`config.mk`:
```
export PLATFORM = sky130hd
export DESIGN_NAME = skid_steer_wheel_rate_mapper_unit
export DESIGN_NICKNAME = d
export VERILOG_FILES = /design/src/rtl/sswrm_pkg.sv /design/src/rtl/skid_steer_wheel_rate_mapper_unit.sv
export SDC_FILE = /design/constraint.sdc
export NUM_CORES = 2
export LEC_CHECK = 0
export CAP_MARGIN = 40
export CELL_PAD_IN_SITES_DETAIL_PLACEMENT = 1
export CELL_PAD_IN_SITES_GLOBAL_PLACEMENT = 1
export CORE_MARGIN = 5
export CORE_UTILIZATION = 25
export DETAILED_ROUTE_END_ITERATION = 8
export DONT_BUFFER_PORTS = 1
export GPL_TIMING_DRIVEN = 0
export PLACE_DENSITY = 0.55
export SETUP_SLACK_MARGIN = 0.1
export SYNTH_ARGS = -nofsm -noshare
export SYNTH_HDL_FRONTEND = slang
export SYNTH_SLANG_ARGS = --single-unit
export TNS_END_PERCENT = 20
```
`constraint.sdc`:
```
create_clock -name clk_i -period 11.52 [get_ports clk_i]
set_clock_uncertainty 0.15 [all_clocks]
set_input_delay 0.576 -clock clk_i [delete_from_list [all_inputs] [get_ports clk_i]]
set_output_delay 0.576 -clock clk_i [all_outputs]
set_load 0.1 [all_outputs]
```
`src/rtl/sswrm_pkg.sv`:
```
`timescale 1ns / 1ps
// shared types, constants and microcode program of the skid-steer wheel rate mapper
package sswrm_pkg;

  // number format and polynomial size
  localparam int MAX_TERMS = 8;
  localparam int FRAC_BITS = 16;
  localparam int KW        = $clog2(MAX_TERMS);

  // configuration port
  localparam int CFG_IDX_W = 3;
  localparam logic [CFG_IDX_W-1:0] CFG_SIM_BYPASS  = 3'd0;
  localparam logic [CFG_IDX_W-1:0] CFG_INV_RADIUS  = 3'd1;
  localparam logic [CFG_IDX_W-1:0] CFG_HALF_TRACK  = 3'd2;
  localparam logic [CFG_IDX_W-1:0] CFG_MIN_LINEAR  = 3'd3;
  localparam logic [CFG_IDX_W-1:0] CFG_MAX_LINEAR  = 3'd4;
  localparam logic [CFG_IDX_W-1:0] CFG_MIN_ANGULAR = 3'd5;
  localparam logic [CFG_IDX_W-1:0] CFG_MAX_ANGULAR = 3'd6;

  // item opcodes
  localparam logic OP_LOAD = 1'b0;
  localparam logic OP_CMD  = 1'b1;

  // input item
  typedef struct packed {
    logic              op;
    logic              channel;
    logic [2:0]        coef_index;
    logic signed [31:0] coef_value;
    logic signed [31:0] linear_cmd;
    logic signed [31:0] angular_cmd;
    logic signed [31:0] terrain_factor;
    logic signed [31:0] left_scale;
    logic signed [31:0] right_scale;
  } in_item_t;

  // result item
  typedef struct packed {
    logic signed [31:0] left_wheel_rate;
    logic signed [31:0] right_wheel_rate;
    logic               saturated;
  } out_item_t;

  // multiplier operand select
  typedef enum logic [3:0] {
    SRC_ACCL, SRC_ACCA, SRC_XL, SRC_XA, SRC_INVR, SRC_HTR,
    SRC_TERR, SRC_T1, SRC_LS, SRC_RS, SRC_DIF, SRC_SUM
  } src_e;

  // post-multiply operation on the held product
  typedef enum logic [2:0] {
    POST_NOP, POST_MOV, POST_COEF, POST_BMINUS, POST_BPLUS
  } post_e;

  // destination of the post-multiply result
  typedef enum logic [2:0] {
    DST_ACCL, DST_ACCA, DST_BASE, DST_T1, DST_DIF, DST_SUM, DST_LEFT, DST_RIGHT
  } dst_e;

  // jump conditions
  typedef enum logic [1:0] {
    JMP_NONE, JMP_ALWAYS, JMP_BYPASS, JMP_KZERO
  } jmp_e;

  // program counter and step addresses
  localparam int PC_W = 4;
  localparam logic [PC_W-1:0] PC_H0    = 4'd0;
  localparam logic [PC_W-1:0] PC_H1    = 4'd1;
  localparam logic [PC_W-1:0] PC_H2    = 4'd2;
  localparam logic [PC_W-1:0] PC_HE    = 4'd3;
  localparam logic [PC_W-1:0] PC_BP    = 4'd4;
  localparam logic [PC_W-1:0] PC_BASE  = 4'd5;
  localparam logic [PC_W-1:0] PC_T1    = 4'd6;
  localparam logic [PC_W-1:0] PC_TURN  = 4'd7;
  localparam logic [PC_W-1:0] PC_DIF   = 4'd8;
  localparam logic [PC_W-1:0] PC_SUM   = 4'd9;
  localparam logic [PC_W-1:0] PC_LEFT  = 4'd10;
  localparam logic [PC_W-1:0] PC_RIGHT = 4'd11;

  // one control word
  typedef struct packed {
    logic            mul_en;
    src_e            mul_a;
    src_e            mul_b;
    post_e           post;
    dst_e            dst;
    logic            coef_ch;
    logic            dec_k;
    jmp_e            jmp;
    logic [PC_W-1:0] target;
    logic            done;
  } ucode_t;

  // control word builder
  function automatic ucode_t uword(logic mul_en, src_e a, src_e b, post_e post, dst_e dst,
                                   logic ch, logic dec, jmp_e jmp, logic [PC_W-1:0] tgt,
                                   logic done);
    ucode_t w;
    w.mul_en  = mul_en;
    w.mul_a   = a;
    w.mul_b   = b;
    w.post    = post;
    w.dst     = dst;
    w.coef_ch = ch;
    w.dec_k   = dec;
    w.jmp     = jmp;
    w.target  = tgt;
    w.done    = done;
    return w;
  endfunction

  // program rom: interleaved horner for both channels, then kinematics
  function automatic ucode_t ucode_rom(logic [PC_W-1:0] pc);
    ucode_t w;
    unique case (pc)
      PC_H0:    w = uword(1'b1, SRC_ACCL, SRC_XL, POST_NOP, DST_ACCL, 1'b0, 1'b0,
                          JMP_BYPASS, PC_BP, 1'b0);
      PC_H1:    w = uword(1'b1, SRC_ACCA, SRC_XA, POST_COEF, DST_ACCL, 1'b0, 1'b0,
                          JMP_KZERO, PC_HE, 1'b0);
      PC_H2:    w = uword(1'b1, SRC_ACCL, SRC_XL, POST_COEF, DST_ACCA, 1'b1, 1'b1,
                          JMP_ALWAYS, PC_H1, 1'b0);
      PC_HE:    w = uword(1'b1, SRC_INVR, SRC_ACCL, POST_COEF, DST_ACCA, 1'b1, 1'b0,
                          JMP_ALWAYS, PC_BASE, 1'b0);
      PC_BP:    w = uword(1'b1, SRC_INVR, SRC_ACCL, POST_NOP, DST_ACCL, 1'b0, 1'b0,
                          JMP_NONE, PC_H0, 1'b0);
      PC_BASE:  w = uword(1'b1, SRC_TERR, SRC_HTR, POST_MOV, DST_BASE, 1'b0, 1'b0,
                          JMP_NONE, PC_H0, 1'b0);
      PC_T1:    w = uword(1'b0, SRC_TERR, SRC_HTR, POST_MOV, DST_T1, 1'b0, 1'b0,
                          JMP_NONE, PC_H0, 1'b0);
      PC_TURN:  w = uword(1'b1, SRC_T1, SRC_ACCA, POST_NOP, DST_ACCL, 1'b0, 1'b0,
                          JMP_NONE, PC_H0, 1'b0);
      PC_DIF:   w = uword(1'b0, SRC_T1, SRC_ACCA, POST_BMINUS, DST_DIF, 1'b0, 1'b0,
                          JMP_NONE, PC_H0, 1'b0);
      PC_SUM:   w = uword(1'b1, SRC_LS, SRC_DIF, POST_BPLUS, DST_SUM, 1'b0, 1'b0,
                          JMP_NONE, PC_H0, 1'b0);
      PC_LEFT:  w = uword(1'b1, SRC_RS, SRC_SUM, POST_MOV, DST_LEFT, 1'b0, 1'b0,
                          JMP_NONE, PC_H0, 1'b0);
      PC_RIGHT: w = uword(1'b0, SRC_RS, SRC_SUM, POST_MOV, DST_RIGHT, 1'b0, 1'b0,
                          JMP_NONE, PC_H0, 1'b1);
      default:  w = uword(1'b0, SRC_ACCL, SRC_XL, POST_NOP, DST_ACCL, 1'b0, 1'b0,
                          JMP_NONE, PC_H0, 1'b1);
    endcase
    return w;
  endfunction

endpackage

```
`src/rtl/skid_steer_wheel_rate_mapper_unit.sv`:
```
`timescale 1ns / 1ps
// skid-steer wheel rate mapper: microcoded sequencer over one shared multiplier
//
//  channel | direction | handshake           | carries
//  --------+-----------+---------------------+-------------------------------------
//  in      | input     | in_valid_i/in_stall_o   | in_item_t: coefficient load or command
//  out     | output    | out_valid_o/out_stall_i | out_item_t: wheel rates, saturated flag
//  cfg     | input     | cfg_valid_i/cfg_ready_o | register index and 32-bit write data
//
// a load yields no item
// a command runs 2*MAX_TERMS+6 program steps (22 at eight terms), 9 with sim_bypass,
// then frees the input to accept the next item; the single multiplier shared by both
// horner chains and the kinematics sets this figure, at most one product per step
// reset loads the register defaults and the identity polynomial in both tables
// a result waiting under out_stall_i holds the last program step; cfg_ready_o is always high
module skid_steer_wheel_rate_mapper_unit
  import sswrm_pkg::*;
(
  input  logic                 clk_i,
  input  logic                 rst_ni,
  input  logic                 in_valid_i,
  output logic                 in_stall_o,
  input  in_item_t             in_data_i,
  output logic                 out_valid_o,
  input  logic                 out_stall_i,
  output out_item_t            out_data_o,
  input  logic                 cfg_valid_i,
  output logic                 cfg_ready_o,
  input  logic [CFG_IDX_W-1:0] cfg_index_i,
  input  logic [31:0]          cfg_data_i
);

  localparam logic signed [31:0] ONE_FX    = 32'sd1 <<< FRAC_BITS;
  localparam logic signed [63:0] RND_HALF  = 64'sd1 <<< (FRAC_BITS - 1);
  localparam logic signed [63:0] S32_MAX_W = 64'sd2147483647;
  localparam logic signed [63:0] S32_MIN_W = -64'sd2147483648;
  localparam logic signed [33:0] S32_MAX_N = 34'sd2147483647;
  localparam logic signed [33:0] S32_MIN_N = -34'sd2147483648;
  localparam logic signed [31:0] S32_MAX   = 32'sh7fffffff;
  localparam logic signed [31:0] S32_MIN   = 32'sh80000000;

  // configuration registers
  logic               sim_bypass_q;
  logic [30:0]        inv_radius_q;
  logic [30:0]        half_track_q;
  logic signed [31:0] min_lin_q, max_lin_q, min_ang_q, max_ang_q;

  // coefficient tables
  logic signed [31:0] coef_q [2][MAX_TERMS];

  // sequencer control
  logic            busy_q, busy_d;
  logic [PC_W-1:0] pc_q, pc_d;
  logic [KW-1:0]   k_q, k_d;
  logic            sat_q, sat_d;
  logic            out_valid_q, out_valid_d;
  out_item_t       out_q;

  // datapath registers
  logic signed [31:0] acc_l_q, acc_a_q, x_l_q, x_a_q, terr_q, ls_q, rs_q;
  logic signed [31:0] base_q, t1_q, dif_q, sum_q, left_q;
  logic signed [63:0] prod_q;

  ucode_t             uw;
  logic               in_accept, cmd_accept, load_accept, step_en, jump;
  logic signed [31:0] lin_lo, lin_cl, ang_lo, ang_cl;
  logic signed [31:0] mul_a, mul_b, coef_rd, addend, r32, res;
  logic signed [63:0] r_wide;
  logic signed [33:0] s_wide;
  logic               r_sat, s_sat, step_sat;
  logic [KW-1:0]      load_idx;

  assign uw          = ucode_rom(pc_q);
  assign in_accept   = in_valid_i && !busy_q;
  assign cmd_accept  = in_accept && (in_data_i.op == OP_CMD);
  assign load_accept = in_accept && (in_data_i.op == OP_LOAD);
  assign step_en     = busy_q && !(uw.done && out_valid_q && out_stall_i);
  assign load_idx    = KW'(in_data_i.coef_index);

  assign in_stall_o  = busy_q;
  assign out_valid_o = out_valid_q;
  assign out_data_o  = out_q;
  assign cfg_ready_o = 1'b1;

  // input clamps
  always_comb begin
    lin_lo = (in_data_i.linear_cmd < min_lin_q) ? min_lin_q : in_data_i.linear_cmd;
    lin_cl = (lin_lo > max_lin_q) ? max_lin_q : lin_lo;
    ang_lo = (in_data_i.angular_cmd < min_ang_q) ? min_ang_q : in_data_i.angular_cmd;
    ang_cl = (ang_lo > max_ang_q) ? max_ang_q : ang_lo;
  end

  // multiplier operand selects
  always_comb begin
    unique case (uw.mul_a)
      SRC_ACCL: mul_a = acc_l_q;
      SRC_ACCA: mul_a = acc_a_q;
      SRC_XL:   mul_a = x_l_q;
      SRC_XA:   mul_a = x_a_q;
      SRC_INVR: mul_a = $signed({1'b0, inv_radius_q});
      SRC_HTR:  mul_a = $signed({1'b0, half_track_q});
      SRC_TERR: mul_a = terr_q;
      SRC_T1:   mul_a = t1_q;
      SRC_LS:   mul_a = ls_q;
      SRC_RS:   mul_a = rs_q;
      SRC_DIF:  mul_a = dif_q;
      SRC_SUM:  mul_a = sum_q;
      default:  mul_a = '0;
    endcase
    unique case (uw.mul_b)
      SRC_ACCL: mul_b = acc_l_q;
      SRC_ACCA: mul_b = acc_a_q;
      SRC_XL:   mul_b = x_l_q;
      SRC_XA:   mul_b = x_a_q;
      SRC_INVR: mul_b = $signed({1'b0, inv_radius_q});
      SRC_HTR:  mul_b = $signed({1'b0, half_track_q});
      SRC_TERR: mul_b = terr_q;
      SRC_T1:   mul_b = t1_q;
      SRC_LS:   mul_b = ls_q;
      SRC_RS:   mul_b = rs_q;
      SRC_DIF:  mul_b = dif_q;
      SRC_SUM:  mul_b = sum_q;
      default:  mul_b = '0;
    endcase
  end

  // round-shift and saturate the held product, then optional saturating add or subtract
  always_comb begin
    coef_rd = coef_q[uw.coef_ch][k_q];
    r_wide  = prod_q >>> FRAC_BITS;
    r_sat   = (r_wide > S32_MAX_W) || (r_wide < S32_MIN_W);
    if (r_wide > S32_MAX_W) begin
      r32 = S32_MAX;
    end else if (r_wide < S32_MIN_W) begin
      r32 = S32_MIN;
    end else begin
      r32 = r_wide[31:0];
    end
    unique case (uw.post)
      POST_COEF:   addend = coef_rd;
      POST_BMINUS: addend = base_q;
      POST_BPLUS:  addend = base_q;
      default:     addend = '0;
    endcase
    if (uw.post == POST_BMINUS) begin
      s_wide = 34'(addend) - 34'(r32);
    end else begin
      s_wide = 34'(addend) + 34'(r32);
    end
    s_sat = (s_wide > S32_MAX_N) || (s_wide < S32_MIN_N);
    if (uw.post == POST_MOV || uw.post == POST_NOP) begin
      res      = r32;
      step_sat = r_sat && (uw.post == POST_MOV);
    end else begin
      if (s_wide > S32_MAX_N) begin
        res = S32_MAX;
      end else if (s_wide < S32_MIN_N) begin
        res = S32_MIN;
      end else begin
        res = s_wide[31:0];
      end
      step_sat = r_sat || s_sat;
    end
  end

  // sequencer next state
  always_comb begin
    busy_d      = busy_q;
    pc_d        = pc_q;
    k_d         = k_q;
    sat_d       = sat_q;
    out_valid_d = out_valid_q && out_stall_i;
    unique case (uw.jmp)
      JMP_ALWAYS: jump = 1'b1;
      JMP_BYPASS: jump = sim_bypass_q;
      JMP_KZERO:  jump = (k_q == '0);
      default:    jump = 1'b0;
    endcase
    if (cmd_accept) begin
      busy_d = 1'b1;
      pc_d   = PC_H0;
      k_d    = KW'(MAX_TERMS - 2);
      sat_d  = 1'b0;
    end else if (step_en) begin
      sat_d = sat_q || step_sat;
      if (uw.dec_k) begin
        k_d = k_q - KW'(1);
      end
      if (uw.done) begin
        busy_d      = 1'b0;
        out_valid_d = 1'b1;
      end else if (jump) begin
        pc_d = uw.target;
      end else begin
        pc_d = pc_q + PC_W'(1);
      end
    end
  end

  // control registers
  always_ff @(posedge clk_i or negedge rst_ni) begin
    if (!rst_ni) begin
      busy_q      <= 1'b0;
      pc_q        <= PC_H0;
      k_q         <= '0;
      sat_q       <= 1'b0;
      out_valid_q <= 1'b0;
    end else begin
      busy_q      <= busy_d;
      pc_q        <= pc_d;
      k_q         <= k_d;
      sat_q       <= sat_d;
      out_valid_q <= out_valid_d;
    end
  end

  // configuration registers
  always_ff @(posedge clk_i or negedge rst_ni) begin
    if (!rst_ni) begin
      sim_bypass_q <= 1'b0;
      inv_radius_q <= 31'(ONE_FX);
      half_track_q <= 31'(ONE_FX);
      min_lin_q    <= S32_MIN;
      max_lin_q    <= S32_MAX;
      min_ang_q    <= S32_MIN;
      max_ang_q    <= S32_MAX;
    end else if (cfg_valid_i) begin
      unique case (cfg_index_i)
        CFG_SIM_BYPASS:  sim_bypass_q <= cfg_data_i[0];
        CFG_INV_RADIUS:  inv_radius_q <= cfg_data_i[30:0];
        CFG_HALF_TRACK:  half_track_q <= cfg_data_i[30:0];
        CFG_MIN_LINEAR:  min_lin_q    <= $signed(cfg_data_i);
        CFG_MAX_LINEAR:  max_lin_q    <= $signed(cfg_data_i);
        CFG_MIN_ANGULAR: min_ang_q    <= $signed(cfg_data_i);
        CFG_MAX_ANGULAR: max_ang_q    <= $signed(cfg_data_i);
        default: ;
      endcase
    end
  end

  // coefficient tables, identity polynomial after reset
  always_ff @(posedge clk_i or negedge rst_ni) begin
    if (!rst_ni) begin
      for (int t = 0; t < 2; t++) begin
        for (int k = 0; k < MAX_TERMS; k++) begin
          coef_q[t][k] <= (k == 1) ? ONE_FX : 32'sd0;
        end
      end
    end else if (load_accept && (32'(in_data_i.coef_index) < 32'(MAX_TERMS))) begin
      coef_q[in_data_i.channel][load_idx] <= in_data_i.coef_value;
    end
  end

  // datapath: operand capture, shared multiplier, post-op write back
  always_ff @(posedge clk_i) begin
    if (cmd_accept) begin
      x_l_q  <= lin_cl;
      x_a_q  <= ang_cl;
      acc_l_q <= sim_bypass_q ? in_data_i.linear_cmd : coef_q[0][MAX_TERMS-1];
      acc_a_q <= sim_bypass_q ? in_data_i.angular_cmd : coef_q[1][MAX_TERMS-1];
      terr_q <= in_data_i.terrain_factor;
      ls_q   <= in_data_i.left_scale;
      rs_q   <= in_data_i.right_scale;
    end else if (step_en) begin
      if (uw.mul_en) begin
        prod_q <= mul_a * mul_b + RND_HALF;
      end
      if (uw.post != POST_NOP) begin
        unique case (uw.dst)
          DST_ACCL:  acc_l_q <= res;
          DST_ACCA:  acc_a_q <= res;
          DST_BASE:  base_q  <= res;
          DST_T1:    t1_q    <= res;
          DST_DIF:   dif_q   <= res;
          DST_SUM:   sum_q   <= res;
          DST_LEFT:  left_q  <= res;
          DST_RIGHT: begin
            out_q.left_wheel_rate  <= left_q;
            out_q.right_wheel_rate <= res;
            out_q.saturated        <= sat_q || step_sat;
          end
          default: ;
        endcase
      end
    end
  end

endmodule

```
Yosys cells after proc, flatten, opt, wreduce, memory -nomap -nowiden
Memory sizes are Yosys's and may differ from the RTL's.
Cells that the tools add are included.
- add/subtract/negate cells: 5
- multiply operators: 1
- order comparisons: 14
- eq/ne operators: 43
- muxes and demuxes: 51
- bitwise operators: 6
- reductions and logical operators: 50
- operators with widths (operator ; number):
    two-way mux 256 bit ; 4
    one-hot mux 32 bit (12 select lines) ; 2
    two-way mux 32 bit ; 22
    bitwise mux 512 bit ; 1
    demux 256 bit (select 1 bit) ; 1
    binary-select mux 32 bit (select 3 bit) ; 1
    demux 32 bit (select 3 bit) ; 1
    adder 64 x 17 -> 64 bit, second input constant ; 1
    greater-than comparator 32 bit ; 2
    < comparator 32 bit ; 2
    multiplier 32 x 32 -> 64 bit ; 1
    one-hot mux 32 bit (2 select lines) ; 1
    greater-than comparator 48 x 32 -> 1 bit, second input constant ; 1
    < comparator 48 x 32 -> 1 bit, second input constant ; 1
    greater-than comparator 34 x 32 -> 1 bit, second input constant ; 1
    < comparator 34 x 32 -> 1 bit, second input constant ; 1
    two-way mux 34 bit ; 1
    adder 32 x 32 -> 33 bit ; 1
    subtractor 32 x 32 -> 33 bit ; 1
    equality test 4 x 3 -> 1 bit, second input constant ; 8
    equality test 4 bit, second input constant ; 8
    equality test 3 bit, second input constant ; 8
    AND reduction 4 bit ; 6
    AND reduction 2 bit ; 10
    other kinds (29) ; 84
- flip-flop bits (word level): 1226
- memory bits (read-only): 368
- bits of input ports: 237
- output and inout port bits: 68
- logic and storage cells: 215
- memories: 1
- memory list (memory ; depth ; width ; read ports ; clocked after Yosys merged registers in ; wr ports ; RTL line ; source):
    (name not given) ; 16 ; 23 ; 1 ; 0 ; 0 ; sswrm_pkg.sv:115 ; unique case (pc)

Longest topological paths before layout
An unclocked memory read counts as a cell.
- word-level depth: 19
- depth in mapped cells: 44
- gate-level depth less buffers: 38

Worst setup path after synthesis
OpenSTA, ideal clock, no wires.
- path kind: flip-flop to flip-flop
- start: register pc_q[1]
- end: register prod_q[62] (data pin)
- setup time: 0.258 ns
- arrival: 10.673 ns
- required time: 11.112 ns
- path slack: 0.440 ns
- stages on the path, launching flop included: 39
- path buffers: 6
- period minus slack after synthesis: 11.080 ns
- cell sequence: dfrtp_1 clkbuf_1 inv_1 ha_1 clkbuf_1 nand2b_1 a21oi_1 nor2_1 buf_2 buf_1 mux2i_1 o22ai_1 a221oi_1 nand2_1 clkbuf_1 nand2_1 inv_1 fa_1 [3 not listed] inv_1 fa_1 inv_1 fa_1 fa_1 fa_1 ha_1 clkbuf_1 a21o_1 a21o_1 a21oi_1 o21ai_0 or3_1 o21ai_1 a21oi_1 or3_1 a21oi_1 xnor2_1
- cells in the longest elaborated chain, start to end: 5
- elaborated cells on any way between the ends: 29
- those cells by class: 1 x add/sub; 1 x mul; 22 x eq/ne; 2 x mux; 2 x reduce/logical; 1 x memory
- RTL lines (item ; RTL line ; source):
    from (decl) ; skid_steer_wheel_rate_mapper_unit.sv:53 ; logic [PC_W-1:0] pc_q, pc_d;
    from (signal assigned) ; skid_steer_wheel_rate_mapper_unit.sv:210 ; pc_q <= pc_d;
    memory (16 x 23 bit) (*) ; -- ;
    equality test 4 bit (tied with other cells) ; skid_steer_wheel_rate_mapper_unit.sv:95 ; unique case (uw.mul_a)
    one-hot mux 32 bit (12 select lines), on equally long branches ; skid_steer_wheel_rate_mapper_unit.sv:95, skid_steer_wheel_rate_mapper_unit.sv:110 ;
    multiplier 32 x 32 -> 64 bit (*) ; skid_steer_wheel_rate_mapper_unit.sv:266 ; prod_q <= mul_a * mul_b + RND_HALF;
    adder 64 x 17 -> 64 bit (*) ; skid_steer_wheel_rate_mapper_unit.sv:266 ;
    to (signal assigned) ; skid_steer_wheel_rate_mapper_unit.sv:266 ;
    to (decl) ; skid_steer_wheel_rate_mapper_unit.sv:62 ; logic signed [63:0] prod_q;
Mark *: on every way between the ends. The rest lies on a longest branch, timed or not.
A chain may end at the register's enable or synchronous reset.

Worst setup path after layout
- start: register pc_q[1]
- end: register prod_q[44] (data pin)
Same word-level chain as after synthesis.

==> flow_metrics.py <==
metrics = {
    "outcome": {
        "outcome": "complete, no violations",
    },
    "global_routing": {
        "grt_busiest_layer": "met2",
        "gr-total-overflow": 0,
        "grt_pass1_vias": 78456,
        "grtUsageMet1_pct": 29.4,
        "antenna_found_initial": 82,
        "grt_max_degree": 714,
        "grt_pass1_wl_um": 648000,
        "grt_use_met3_pct": 4.04,
        "track_usage_pct": 23.5,
        "grtUsageMet2_pct": 39.0,
    },
    "synth": {
        "synth_edf_count": 497,
        "ys_async_sr_fraction_pct": 58.9,
        "synth_cells": 8373,
        "postSynthAreaPerCell_um2": 11.4,
        "synth_area_um2": 95300,
        "synthFlopType": "dfrtp_1",
        "yosysSeqAreaShare_pct": 34.5,
        "netlist-cell-type-count": 91,
        "synth_nets": 10041,
        "yosys_warnings": 0,
        "ys_ff_latch": 1210,
    },
    "worst_setup_path": {
        "r2r_start": "pc_q[1]$_DFFE_PN0P_",
        "critical_path.slowest_cell": "fa_1",
        "endpoint_kind": "flop",
        "arrival_ns": 11.67,
        "path_max_fanout": 10,
        "reg2reg_depth": 41,
        "cp_common_cell": "fa_1",
        "critPathKind": "flop to flop",
        "worstSetupStartpointType": "flop",
        "cpPeakStageDelay_ns": 0.57,
        "critical_path.startpoint": "pc_q[1]$_DFFE_PN0P_",
        "crit_required_ns": 11.90,
    },
    "sta": {
        "slew_viol_final": 0,
        "final_hold_viol_count": 0,
        "setup_viol": 0,
        "tightest_slew_ns": 1.27,
        "max_freq_mhz": 88.6,
        "relSlewSlack_pct": 15.6,
        "finalCritPeriodShare_pct": 97.9,
        "fin_setup_tns_ns": 0,
        "grt_setup_unrepaired": "yes",
        "fin_crit_ns": 11.28,
    },
    "floorplanning": {
        "num_rows": 226,
        "core-area_um2": 379000,
        "initial_core_util_pct": 25.1,
        "die_w_um": 627,
        "die_h_um": 627,
        "io_pins": 305,
        "dieArea_um2": 394000,
    },
    "cts": {
        "path_clk_slew_ns": 0.06,
        "clk_latency_ns": 0.83,
        "cts_buffers": 141,
        "cts_htree_levels": 4,
        "cts.path.max_buffers": 4,
        "clock_sinks": 1210,
        "cts_tree": "built",
        "root_buffer": "clkbuf_16",
    },
    "routing": {
        "viasPerCell": 5.10,
        "first_iter_violations": 5899,
        "antenna_left": 0,
        "num_vias": 73125,
        "first_pass_iters": 6,
        "wl_per_cell_um": 32.8,
        "drc": 0,
        "wl_um": 471000,
    },
    "hold_path": {
        "min_from": "in_data_i[108]",
        "min_path_type": "input port to flop",
        "min_delay_path_depth": 2,
    },
    "placement": {
        "place_inst": 13707,
        "place_congestion": 0.977,
        "port_buffers": 0,
        "hpwl_um": 387000,
    },
    "cells_and_area": {
        "drive_gt1_share_pct": 24.0,
        "final_common_cell": "inv_1",
        "layout_common_cells": "1160 x inv_1, 1050 x fa_1, 800 x mux2_2, 736 x nand2_1, 642 x dfrtp_1",
        "final_util_pct": 30.8,
        "fin_nets": 10834,
        "syn2layout_area_growth_pct": 22.6,
        "instances_no_fill": 14334,
    },
    "flow_run": {
        "max-cap-violations": 0,
    },
}
==> per-stage QoR <==
step	hold slack (ns)	area, µm²	setup slack (ns)
6_report	0.0548	117000	0.238
5_1_grt	0.0244	117000	0.0318
4_1_cts	-0.732	115000	0.101
3_5_place_dp	0.156	107000	-3.49
3_3_place_gp	0.157	102000	-4.63
2_1_floorplan	0.130	95300	0.440
==> timing repair <==
item                                   in CTS  in global routing
setup endpoints to repair                  47                 24
gates resized for setup                   465                215
pin swaps                                  34                 50
buffers inserted                           59                 44
endpoints found under the hold margin    1263                315
cloned                                      0                  0
hold buffers                              218                  2
==> cell families after synthesis <==
family                   after synthesis  synth area share [%]
AO/OA/AOI/OAI                       1064                  7.79
XOR/XNOR                             102                 0.945
adder cells (fa/ha/maj)             1431                  27.3
buffers and inverters               1665                  6.62
flip-flops                          1210                  34.5
multiplexers                        1111                  14.8
other                                  1               0.00394
AND/OR/NAND/NOR                     1789                  8.02
==> final cells by class <==
| cell class | count | area [µm²] |
|---|---|---|
| Antenna cell | 49 | 123 |
| Buffer | 480 | 2500 |
| Clock buffer | 187 | 3930 |
| Clock inverter | 59 | 618 |
| Fill cell | 41705 | 262000 |
| Inverter | 1174 | 4440 |
| Multi-Input combinational cell | 5498 | 57800 |
| Sequential cell | 1210 | 32900 |
| Tap cell | 5016 | 6280 |
| Timing Repair Buffer | 661 | 8190 |
==> routing by layer <==
| metal | vias up | wire [µm] | share of wire, % |
|---|---|---|---|
| met2 | 2743 | 224000 | 48 |
| li1 | 29890 | - | - |
| met1 | 39546 | 188000 | 40 |
| met3 | 922 | 29100 | 6.2 |
| met4 | 24 | 29900 | 6.4 |
| met5 | - | 161 | 0.034 |
==> Yosys cell counts (all sizes together), types with 14 or more instances <==
library cell | number | share of area (%)
a211oi | 34 | 0.29
a21o | 110 | 0.87
a21oi | 233 | 1.2
a221o | 35 | 0.37
a221oi | 70 | 0.64
a222oi | 20 | 0.21
a22o | 45 | 0.41
a22oi | 76 | 0.60
a31oi | 41 | 0.28
and3 | 19 | 0.12
buf | 74 | 0.35
clkbuf | 417 | 1.6
dfrtp | 645 | 17
dfstp | 68 | 1.9
edfxtp | 497 | 16
fa | 1084 | 23
ha | 347 | 4.6
inv | 1172 | 4.6
mux2 | 800 | 9.5
mux2i | 152 | 1.6
mux4 | 159 | 3.8
nand2 | 744 | 2.9
nand2b | 48 | 0.32
nand3 | 54 | 0.28
nand4 | 81 | 0.53
nor2 | 657 | 2.6
nor2b | 41 | 0.27
nor3 | 54 | 0.29
o21a | 27 | 0.21
o21ai | 209 | 1.1
o21bai | 14 | 0.11
o22ai | 28 | 0.18
o311ai | 19 | 0.32
o31a | 18 | 0.17
o31ai | 14 | 0.13
or3 | 17 | 0.11
xnor2 | 61 | 0.57
xor2 | 41 | 0.38
==> final timing paths <==
path / endpoint / slack, ns
max: prod_q[44]$_DFFE_PP_ / 0.24
min: x_a_q[12]$_DFFE_PP_ / 0.05
max reg2reg: prod_q[44]$_DFFE_PP_ / 0.24
min reg2reg: out_data_o[37]$_DFFE_PP_ / 0.27
max in group asynchronous: pc_q[0]$_DFFE_PN0P_ / 7.73
min in group asynchronous: coef_q[334]$_DFFE_PN0P_ / 0.27
==> registers in the layout (all words and copies together), names as in the netlist, 31 cells and up <==
signal,count
prod_q,48
acc_l_q,32
inv_radius_q,31
dif_q,32
half_track_q,31
x_l_q,32
terr_q,32
sum_q,32
ls_q,32
base_q,32
out_data_o,65
min_lin_q,32
coef_q,512
t1_q,32
left_q,32
acc_a_q,32
max_lin_q,32
min_ang_q,32
rs_q,32
x_a_q,32
max_ang_q,32
==> critical path: cells and delay by family, from the launching register on <==
family,cells,cell delay (ns)
buf+inv,12,1.98
xor+xnor,1,0.37
simple gates,7,1.32
flops,1,0.45
fa+ha+maj,10,4.74
compound gates,11,2.01
Power is not shown: default switching activity piles up to over one toggle a cycle in this logic, so the estimate is an artifact.
